File: config.mk
export PLATFORM = sky130hd
export DESIGN_NAME = usb_endpoint_buffer_tracker
export DESIGN_NICKNAME = d
export VERILOG_FILES = /design/src/rtl/core/usbeb_pkg.sv /design/src/rtl/core/usb_endpoint_buffer_tracker.sv /design/src/rtl/core/usbeb_ctrl.sv /design/src/rtl/core/usbeb_dp.sv
export SDC_FILE = /design/constraint.sdc
export NUM_CORES = 1
export LEC_CHECK = 0
export BUFFER_PORTS_ARGS = -buffer_cell sky130_fd_sc_hd__buf_2
export CAP_MARGIN = 30
export CORE_UTILIZATION = 58
export DETAILED_ROUTE_END_ITERATION = 10
export GPL_ROUTABILITY_DRIVEN = 1
export GPL_TIMING_DRIVEN = 0
export PLACE_DENSITY = 0.77
export REMOVE_ABC_BUFFERS = 1
export SYNTH_ARGS = -nofsm -noshare
export SYNTH_HDL_FRONTEND = slang
export SYNTH_HIERARCHICAL = 1
export SYNTH_SLANG_ARGS = --single-unit
File: constraint.sdc
create_clock -name clk_i -period 6.6 [get_ports clk_i]
set_input_delay 0.99 -clock clk_i [delete_from_list [all_inputs] [get_ports clk_i]]
set_output_delay 0.99 -clock clk_i [all_outputs]
set_load 0.005 [all_outputs]
File: src/rtl/core/usbeb_pkg.sv
`default_nettype none

package usbeb_pkg;

  localparam int NUM_ENDPOINTS = 8;
  localparam int MAX_PACKET    = 64;
  localparam int EP_W          = $clog2(NUM_ENDPOINTS);
  localparam int MASK_W        = 8;
  localparam int REQ_W         = 10;
  localparam int LEN_W         = 7;
  localparam int IN_TDATA_W    = 24;
  localparam int OUT_TDATA_W   = 24;

  // configuration register indexes
  localparam logic CFG_TX_DOUBLE = 1'b0;
  localparam logic CFG_RX_DOUBLE = 1'b1;

  typedef enum logic [2:0] {
    OP_CONFIGURE = 3'd0,
    OP_SUBMIT    = 3'd1,
    OP_TX_DONE   = 3'd2,
    OP_RX_DONE   = 3'd3,
    OP_PAUSE     = 3'd4,
    OP_UNPAUSE   = 3'd5,
    OP_RESET_ALL = 3'd6
  } op_e;

  typedef enum logic [1:0] {
    ACT_NONE   = 2'd0,
    ACT_ARM    = 2'd1,
    ACT_TOGGLE = 2'd2,
    ACT_DEFER  = 2'd3
  } rx_action_e;

  // transmit occupancy codes
  localparam logic [2:0] OCC_SGL_EMPTY = 3'd0;
  localparam logic [2:0] OCC_SGL_FULL  = 3'd1;
  localparam logic [2:0] OCC_DBL_EMPTY = 3'd2;
  localparam logic [2:0] OCC_DBL_ONE   = 3'd3;
  localparam logic [2:0] OCC_DBL_TWO   = 3'd4;

  // receive mode codes
  localparam logic [2:0] RX_SGL_READY   = 3'd0;
  localparam logic [2:0] RX_SGL_PAUSED  = 3'd1;
  localparam logic [2:0] RX_DBL_READY0  = 3'd2;
  localparam logic [2:0] RX_DBL_READY1  = 3'd3;
  localparam logic [2:0] RX_DBL_PAUSED0 = 3'd4;
  localparam logic [2:0] RX_DBL_PAUSED1 = 3'd5;

  typedef enum logic [1:0] {
    ST_IDLE,
    ST_EXEC,
    ST_OUT
  } ctrl_state_e;

  typedef struct packed {
    logic load;
    logic exec;
  } dp_cmd_t;

  typedef struct packed {
    logic [1:0]       tx_pending;
    logic [LEN_W-1:0] tx_space;
    logic             force_nak;
    logic [1:0]       buffer_toggles;
    rx_action_e       rx_action;
    logic             buffer_slot;
    logic [LEN_W-1:0] sent_length;
    logic             accepted;
  } result_t;

endpackage

`default_nettype wire

File: src/rtl/core/usb_endpoint_buffer_tracker.sv
`default_nettype none

// A request accepted in ST_IDLE moves through ST_EXEC, where its result is registered, to ST_OUT,
// where m_axis_tvalid shows it. The steps are capture, update and result handoff; a new request
// is taken only once the result has been accepted on m_axis_tready, as the controller sequences.
// Reset (rst_ni low, async): all endpoints return to single-buffered, empty, ready,
// no deferred acks; both double-buffer masks clear to zero.
module usb_endpoint_buffer_tracker
  import usbeb_pkg::*;
(
  input  wire                    clk_i,
  input  wire                    rst_ni,
  input  wire                    s_axis_tvalid,
  output logic                   s_axis_tready,
  // op[2:0], endpoint[5:3], is_in[6], request_length[16:7], zero[23:17]
  input  wire  [IN_TDATA_W-1:0]  s_axis_tdata,
  output logic                   m_axis_tvalid,
  input  wire                    m_axis_tready,
  // accepted[0], sent_length[7:1], buffer_slot[8], rx_action[10:9],
  // buffer_toggles[12:11], force_nak[13], tx_space[20:14], tx_pending[22:21], zero[23]
  output logic [OUT_TDATA_W-1:0] m_axis_tdata,
  input  wire                    cfg_we_i,
  input  wire                    cfg_idx_i,
  input  wire  [MASK_W-1:0]      cfg_data_i
);

  dp_cmd_t cmd;
  result_t result;

  usbeb_ctrl u_ctrl (
    .clk_i       (clk_i),
    .rst_ni      (rst_ni),
    .in_valid_i  (s_axis_tvalid),
    .in_ready_o  (s_axis_tready),
    .out_valid_o (m_axis_tvalid),
    .out_ready_i (m_axis_tready),
    .cmd_o       (cmd)
  );

  usbeb_dp u_dp (
    .clk_i      (clk_i),
    .rst_ni     (rst_ni),
    .cmd_i      (cmd),
    .in_data_i  (s_axis_tdata),
    .cfg_we_i   (cfg_we_i),
    .cfg_idx_i  (cfg_idx_i),
    .cfg_data_i (cfg_data_i),
    .result_o   (result)
  );

  assign m_axis_tdata = {1'b0, result};

endmodule

`default_nettype wire

File: src/rtl/core/usbeb_ctrl.sv
`default_nettype none

module usbeb_ctrl
  import usbeb_pkg::*;
(
  input  wire     clk_i,
  input  wire     rst_ni,
  input  wire     in_valid_i,
  output logic    in_ready_o,
  output logic    out_valid_o,
  input  wire     out_ready_i,
  output dp_cmd_t cmd_o
);

  ctrl_state_e state_q, state_d;

  always_ff @(posedge clk_i or negedge rst_ni) begin
    if (!rst_ni) begin
      state_q <= ST_IDLE;
    end else begin
      state_q <= state_d;
    end
  end

  always_comb begin
    state_d     = state_q;
    in_ready_o  = 1'b0;
    out_valid_o = 1'b0;
    cmd_o       = '0;
    case (state_q)
      ST_IDLE: begin
        in_ready_o = 1'b1;
        if (in_valid_i) begin
          cmd_o.load = 1'b1;
          state_d    = ST_EXEC;
        end
      end
      ST_EXEC: begin
        cmd_o.exec = 1'b1;
        state_d    = ST_OUT;
      end
      ST_OUT: begin
        out_valid_o = 1'b1;
        if (out_ready_i) begin
          state_d = ST_IDLE;
        end
      end
      default: begin
        state_d = ST_IDLE;
      end
    endcase
  end

endmodule

`default_nettype wire

File: src/rtl/core/usbeb_dp.sv
`default_nettype none

module usbeb_dp
  import usbeb_pkg::*;
(
  input  wire                    clk_i,
  input  wire                    rst_ni,
  input  dp_cmd_t                cmd_i,
  input  wire  [IN_TDATA_W-1:0]  in_data_i,
  input  wire                    cfg_we_i,
  input  wire                    cfg_idx_i,
  input  wire  [MASK_W-1:0]      cfg_data_i,
  output result_t                result_o
);

  // captured request
  op_e              op_q;
  logic [EP_W-1:0]  ep_q;
  logic             is_in_q;
  logic [REQ_W-1:0] req_q;

  logic [MASK_W-1:0] tx_mask_q, rx_mask_q;

  logic [2:0] occ_q   [NUM_ENDPOINTS];
  logic [2:0] rxm_q   [NUM_ENDPOINTS];
  logic [1:0] acks_q  [NUM_ENDPOINTS];
  logic       sel_q   [NUM_ENDPOINTS];
  logic [2:0] occ_d   [NUM_ENDPOINTS];
  logic [2:0] rxm_d   [NUM_ENDPOINTS];
  logic [1:0] acks_d  [NUM_ENDPOINTS];
  logic       sel_d   [NUM_ENDPOINTS];

  logic [2:0] occ_cur, rxm_cur, occ_nxt, rxm_nxt;
  logic [1:0] acks_cur, acks_nxt;
  logic       sel_cur, sel_nxt;
  result_t    res;
  result_t    result_q;

  always_ff @(posedge clk_i) begin
    if (cmd_i.load) begin
      op_q    <= op_e'(in_data_i[2:0]);
      ep_q    <= in_data_i[3 +: EP_W];
      is_in_q <= in_data_i[6];
      req_q   <= in_data_i[16:7];
    end
    if (cmd_i.exec) begin
      result_q <= res;
    end
  end

  always_ff @(posedge clk_i or negedge rst_ni) begin
    if (!rst_ni) begin
      tx_mask_q <= '0;
      rx_mask_q <= '0;
    end else if (cfg_we_i) begin
      if (cfg_idx_i == CFG_TX_DOUBLE) begin
        tx_mask_q <= cfg_data_i;
      end else begin
        rx_mask_q <= cfg_data_i;
      end
    end
  end

  assign occ_cur  = occ_q[ep_q];
  assign rxm_cur  = rxm_q[ep_q];
  assign acks_cur = acks_q[ep_q];
  assign sel_cur  = sel_q[ep_q];

  always_comb begin
    occ_nxt  = occ_cur;
    rxm_nxt  = rxm_cur;
    acks_nxt = acks_cur;
    sel_nxt  = sel_cur;
    res      = '0;
    case (op_q)
      OP_CONFIGURE: begin
        if (is_in_q || ep_q == '0) begin
          occ_nxt = tx_mask_q[ep_q] ? OCC_DBL_EMPTY : OCC_SGL_EMPTY;
          sel_nxt = 1'b0;
        end
        if (!is_in_q) begin
          rxm_nxt  = rx_mask_q[ep_q] ? RX_DBL_READY0 : RX_SGL_READY;
          acks_nxt = 2'd0;
        end
      end
      OP_SUBMIT: begin
        case (occ_cur) inside
          OCC_SGL_EMPTY: begin
            occ_nxt      = OCC_SGL_FULL;
            res.accepted = 1'b1;
          end
          OCC_DBL_EMPTY, OCC_DBL_ONE: begin
            res.buffer_slot = sel_cur;
            sel_nxt         = ~sel_cur;
            occ_nxt         = occ_cur + 3'd1;
            res.accepted    = 1'b1;
          end
          default: ;
        endcase
        if (res.accepted) begin
          res.sent_length = (req_q < REQ_W'(MAX_PACKET)) ? req_q[LEN_W-1:0]
                                                         : LEN_W'(MAX_PACKET);
        end
      end
      OP_TX_DONE: begin
        if (occ_cur inside {OCC_SGL_FULL, OCC_DBL_ONE, OCC_DBL_TWO}) begin
          occ_nxt = occ_cur - 3'd1;
        end
        if ((occ_cur inside {[OCC_DBL_EMPTY:OCC_DBL_TWO]}) && !sel_cur) begin
          res.buffer_slot = 1'b1;
        end
      end
      OP_RX_DONE: begin
        case (rxm_cur) inside
          RX_SGL_READY: begin
            res.rx_action = ACT_ARM;
          end
          [RX_DBL_READY0:RX_DBL_PAUSED1]: begin
            res.buffer_slot = rxm_cur[0];
            if (rxm_cur <= RX_DBL_READY1) begin
              res.rx_action = ACT_TOGGLE;
            end else begin
              res.rx_action = ACT_DEFER;
              if (acks_cur != 2'd3) begin
                acks_nxt = acks_cur + 2'd1;
              end
            end
            rxm_nxt = {rxm_cur[2:1], ~rxm_cur[0]};
          end
          default: ;
        endcase
      end
      OP_PAUSE: begin
        if (!is_in_q) begin
          case (rxm_cur) inside
            RX_SGL_READY: begin
              rxm_nxt       = RX_SGL_PAUSED;
              res.force_nak = 1'b1;
            end
            RX_DBL_READY0, RX_DBL_READY1: begin
              rxm_nxt = rxm_cur + 3'd2;
            end
            default: ;
          endcase
        end
      end
      OP_UNPAUSE: begin
        if (!is_in_q) begin
          case (rxm_cur) inside
            RX_SGL_PAUSED: begin
              rxm_nxt       = RX_SGL_READY;
              res.rx_action = ACT_ARM;
            end
            RX_DBL_PAUSED0, RX_DBL_PAUSED1: begin
              rxm_nxt            = rxm_cur - 3'd2;
              res.buffer_toggles = acks_cur;
              acks_nxt           = 2'd0;
            end
            default: ;
          endcase
        end
      end
      OP_RESET_ALL: begin
        if (ep_q != '0) begin
          occ_nxt  = OCC_SGL_EMPTY;
          rxm_nxt  = RX_SGL_READY;
          acks_nxt = 2'd0;
          sel_nxt  = 1'b0;
        end
      end
      default: ;
    endcase
    // report reflects the endpoint after the update
    if (occ_nxt inside {OCC_SGL_EMPTY, OCC_DBL_EMPTY, OCC_DBL_ONE}) begin
      res.tx_space = LEN_W'(MAX_PACKET);
    end
    if (occ_nxt inside {OCC_SGL_FULL, OCC_DBL_ONE}) begin
      res.tx_pending = 2'd1;
    end else if (occ_nxt == OCC_DBL_TWO) begin
      res.tx_pending = 2'd2;
    end
  end

  always_comb begin
    for (int e = 0; e < NUM_ENDPOINTS; e++) begin
      occ_d[e]  = occ_q[e];
      rxm_d[e]  = rxm_q[e];
      acks_d[e] = acks_q[e];
      sel_d[e]  = sel_q[e];
      if (cmd_i.exec) begin
        if (op_q == OP_RESET_ALL && e != 0) begin
          occ_d[e]  = OCC_SGL_EMPTY;
          rxm_d[e]  = RX_SGL_READY;
          acks_d[e] = 2'd0;
          sel_d[e]  = 1'b0;
        end else if (ep_q == EP_W'(e)) begin
          occ_d[e]  = occ_nxt;
          rxm_d[e]  = rxm_nxt;
          acks_d[e] = acks_nxt;
          sel_d[e]  = sel_nxt;
        end
      end
    end
  end

  always_ff @(posedge clk_i or negedge rst_ni) begin
    if (!rst_ni) begin
      for (int e = 0; e < NUM_ENDPOINTS; e++) begin
        occ_q[e]  <= OCC_SGL_EMPTY;
        rxm_q[e]  <= RX_SGL_READY;
        acks_q[e] <= 2'd0;
        sel_q[e]  <= 1'b0;
      end
    end else begin
      for (int e = 0; e < NUM_ENDPOINTS; e++) begin
        occ_q[e]  <= occ_d[e];
        rxm_q[e]  <= rxm_d[e];
        acks_q[e] <= acks_d[e];
        sel_q[e]  <= sel_d[e];
      end
    end
  end

  assign result_o = result_q;

endmodule

`default_nettype wire

==> impl_metrics.csv <==
group,metric,value,unit
layout,final_core_util,70.9,%
placement,place.port_buffers,49,
timing,timing_worst_slew_pin_value,1.09,ns
floorplan,coreArea,9910,sq um
cts,worst_skew_pair.late_latency,0.52,ns
timing,clock_skew,0.00879,ns
power,power_switching,0.849,mW
cts,clk_pin_slew,0.06,ns
worst_setup_path,cp_num_cells,11,
layout,n_antenna_cell,0,
power,design_power_total,2.61,mW
logic_synthesis,ys_ff_latch,124,
layout,fin_cells,708,
cts,cts_hold_buf,0,
cts,postCtsSetupRepairBufs,0,
worst_hold_path,hp-class,"input pin to asynchronous set/reset pin",
layout,fin_nets,610,
outcome,status,"completed",
global_routing,track_usage,27.9,%
cts,cts_tree,"done",
worst_setup_path,required,6.98,ns
worst_setup_path,max_stage_delay,0.84,ns
layout,n_fill_cell,709,
power,p_per_area,372,nW/um^2
cts,cts_resized,0,
layout,final_cell_mix,"dfrtp_1 (90), nand2_1 (76), buf_2 (48)",
global_routing,grt_start_max_net_pins,73,
timing,period_minus_slack,4.46,ns
route,avgRoutedWirePerCell,19.6,um
logic_synthesis,synth_warnings,6,
route,drtIter0Drc,315,
logic_synthesis,netlist_area,6030,sq um
route,drt_pass1_iterations,4,
layout,drive_gt1_share,26.6,%
power,p_int,1.76,mW
placement,placedCellCount,676,
power,ir_drop,206,uV
power,switching_share,32.5,%
route,num_vias,4411,
placement,place.gp.congestion,0.838,
floorplan,initial_core_util,60.9,%
timing,setup_tns,0,ns
floorplan,fp.dieW,104,um
global_routing,grt_pass1_vias,4493,
power,clkPwrFrac,33.2,%
route,routed_wl,13900,um
global_routing,antenna_found_initial,0,
logic_synthesis,synthDistinctLibCells,62,
floorplan,rows,36,
worst_setup_path,worstPathCellList,"buf_8 > buf_16 > mux4_1 > mux2_2 > ha_1 > ha_1 > nor2_1 > mux2i_1 > o31a_2 > a21oi_1 > and3_1",
route,vias_per_cell,6.23,
power,p_leak,3.04,nW
logic_synthesis,ys_seq_area_share,54.3,%
worst_setup_path,crit_top_cell,"ha_1",
layout,area_growth,16.5,%
layout,final_common_cell,"dfrtp_1",
timing,period_share,67.6,%
logic_synthesis,synthCells,514,
timing,setup_viol,0,
worst_setup_path,path_class,"flip-flop to flip-flop",
flow_run,maxCapViolCount,0,
power,p_seq_share,40.6,%
logic_synthesis,synthArstFlopShare,72.6,%
timing,finalHoldViolCount,0,
floorplan,pin_count,64,
cts,cts_made_buffers,17,
floorplan,die_area,10800,sq um
worst_setup_path,worst_ep_arrival_time,4.84,ns
timing,slew_headroom,27.5,%
worst_setup_path,cp_top_family,"compound AO/OA/AOI/OAI gates",
floorplan,fp.dieH,104,um
logic_synthesis,synth-edff-count,34,
route,drc,0,
worst_setup_path,worst-path-max-fanout,15,
cts,clock_sinks,124,
worst_setup_path,reg2regPathDepth,11,
worst_setup_path,end_kind,"flip-flop",
logic_synthesis,synth-main-ff-cell,"dfrtp_1",
global_routing,grt_pass1_wl,23000,um
cts,htreeDepth,4,
worst_setup_path,worst_path_max_delay_cell,"a21oi_1",
cts,cts-root-buf,"clkbuf_8",
power,p_comb_share,26.2,%
worst_setup_path,critPathBufInv,2,
worst_setup_path,critPathLaunchType,"flip-flop",
timing,rsz0062_at_grt,"no",
timing,drv_slew,0,
route,detail-route-antenna-nets,0,
timing,maxClockFrequency,224,MHz
placement,dp_hpwl,8880,um
cts,clock_path_buffers,2,
global_routing,overflow,0,
logic_synthesis,synth.avg_cell_area,11.7,sq um
## metrics by stage
stage | setup slack, ns | cell area, sq um | hold slack, ns
after floorplan | 2.80 | 5870 | 0.442
after global placement | 1.78 | 6280 | 0.456
after detailed placement | 2.28 | 6470 | 0.465
after CTS | 2.17 | 7030 | 0.346
after global routing | 2.00 | 7030 | 0.355
final | 2.14 | 7030 | 0.350
## final timing paths
kind | endpoint | slack, ns | from
worst min-delay path | u_dp/rx_mask_q[6] | 0.35 | rst_ni
max in group asynchronous | u_dp/acks_q[8] | 5.61 | rst_ni
worst min register to register | u_dp/rxm_q[5] | 0.47 | u_dp/rxm_q[5]
min in group clk_i | u_dp/rxm_q[5] | 0.47 | u_dp/rxm_q[5]
worst max-delay path | u_dp/result_o[22] | 2.14 | u_dp/ep_q[1]
worst max register to register | u_dp/result_o[22] | 2.14 | u_dp/ep_q[1]
## registers in the layout (all words and copies together) (netlist names)
register        count
u_dp/occ_q         24
u_dp/rxm_q         24
u_dp/result_o      17
u_dp/acks_q        16
u_dp/req_q         10
u_dp/rx_mask_q      8
u_dp/sel_q          8
u_dp/tx_mask_q      8
u_dp/ep_q           3
u_dp/op_q           3
u_ctrl/state_q      2
u_dp/is_in_q        1
## synth_stat cells (all sizes together), types with 2 or more instances
cell type	instances	area share, %
a21boi	2	0.25
or3	2	0.21
nand3	9	0.75
nor3	5	0.41
nor3b	4	0.50
a21o	3	0.37
mux2i	8	1.7
o31a	2	0.31
clkbuf	19	1.2
a22o	7	1.0
o211ai	2	0.25
nand2	76	4.7
o2111ai	2	0.39
mux4	22	8.4
dfrtp	90	37
buf	17	1.9
nand4	4	0.52
and3	8	0.83
a21oi	12	1.1
mux2	29	5.5
a211oi	5	0.83
nor2b	5	0.52
a32o	2	0.35
edfxtp	34	17
nor2	24	1.5
conb	2	0.12
o21ai	71	5.9
nor4	3	0.31
inv	11	0.68
a31oi	2	0.21
ha	10	2.1
and2	7	0.73
## layout make-up
| class | instances | area (sq um) | area share [%] |
|---|---|---|---|
| clock buffer | 19 | 443 | 6.30 |
| clock inverter | 13 | 118 | 1.67 |
| inverter | 11 | 41.3 | 0.588 |
| multi-input combinational | 348 | 2550 | 36.3 |
| sequential | 124 | 3270 | 46.6 |
| tap | 133 | 166 | 2.37 |
| timing repair buffer | 60 | 433 | 6.16 |
## power groups by stage
stage	Clock, mW	Combinational, mW	Sequential, mW
global route	0.912	0.747	1.07
detailed placement	0	0.662	1.06
floorplan	0	0.433	1.05
finish	0.867	0.684	1.06
global placement	0	0.579	1.08
CTS	0.881	0.680	1.06
## per-layer routing
metal	vias to the layer above	share of wire (%)	GRT usage (%)
li1	1976	-	-
met2	191	49	45.0
met3	40	5.2	5.51
met5	-	0	0
met4	0	4.2	15.3
met1	2204	41	35.9
## logic make-up (layout without fill, tap and decap cells)
logic type | count (synthesis) | after routing | synth area share [%]
and+or+nand+nor | 152 | 152 | 11.7
DFF | 124 | 124 | 54.3
AOI/OAI and AO/OA | 120 | 120 | 12.5
muxes | 59 | 59 | 15.6
buffers and inverters | 47 | 103 | 3.75
adders and majority gates | 10 | 10 | 2.07
other | 2 | 7 | 0.125
No activity file was read; power rests on OpenSTA's default activity.
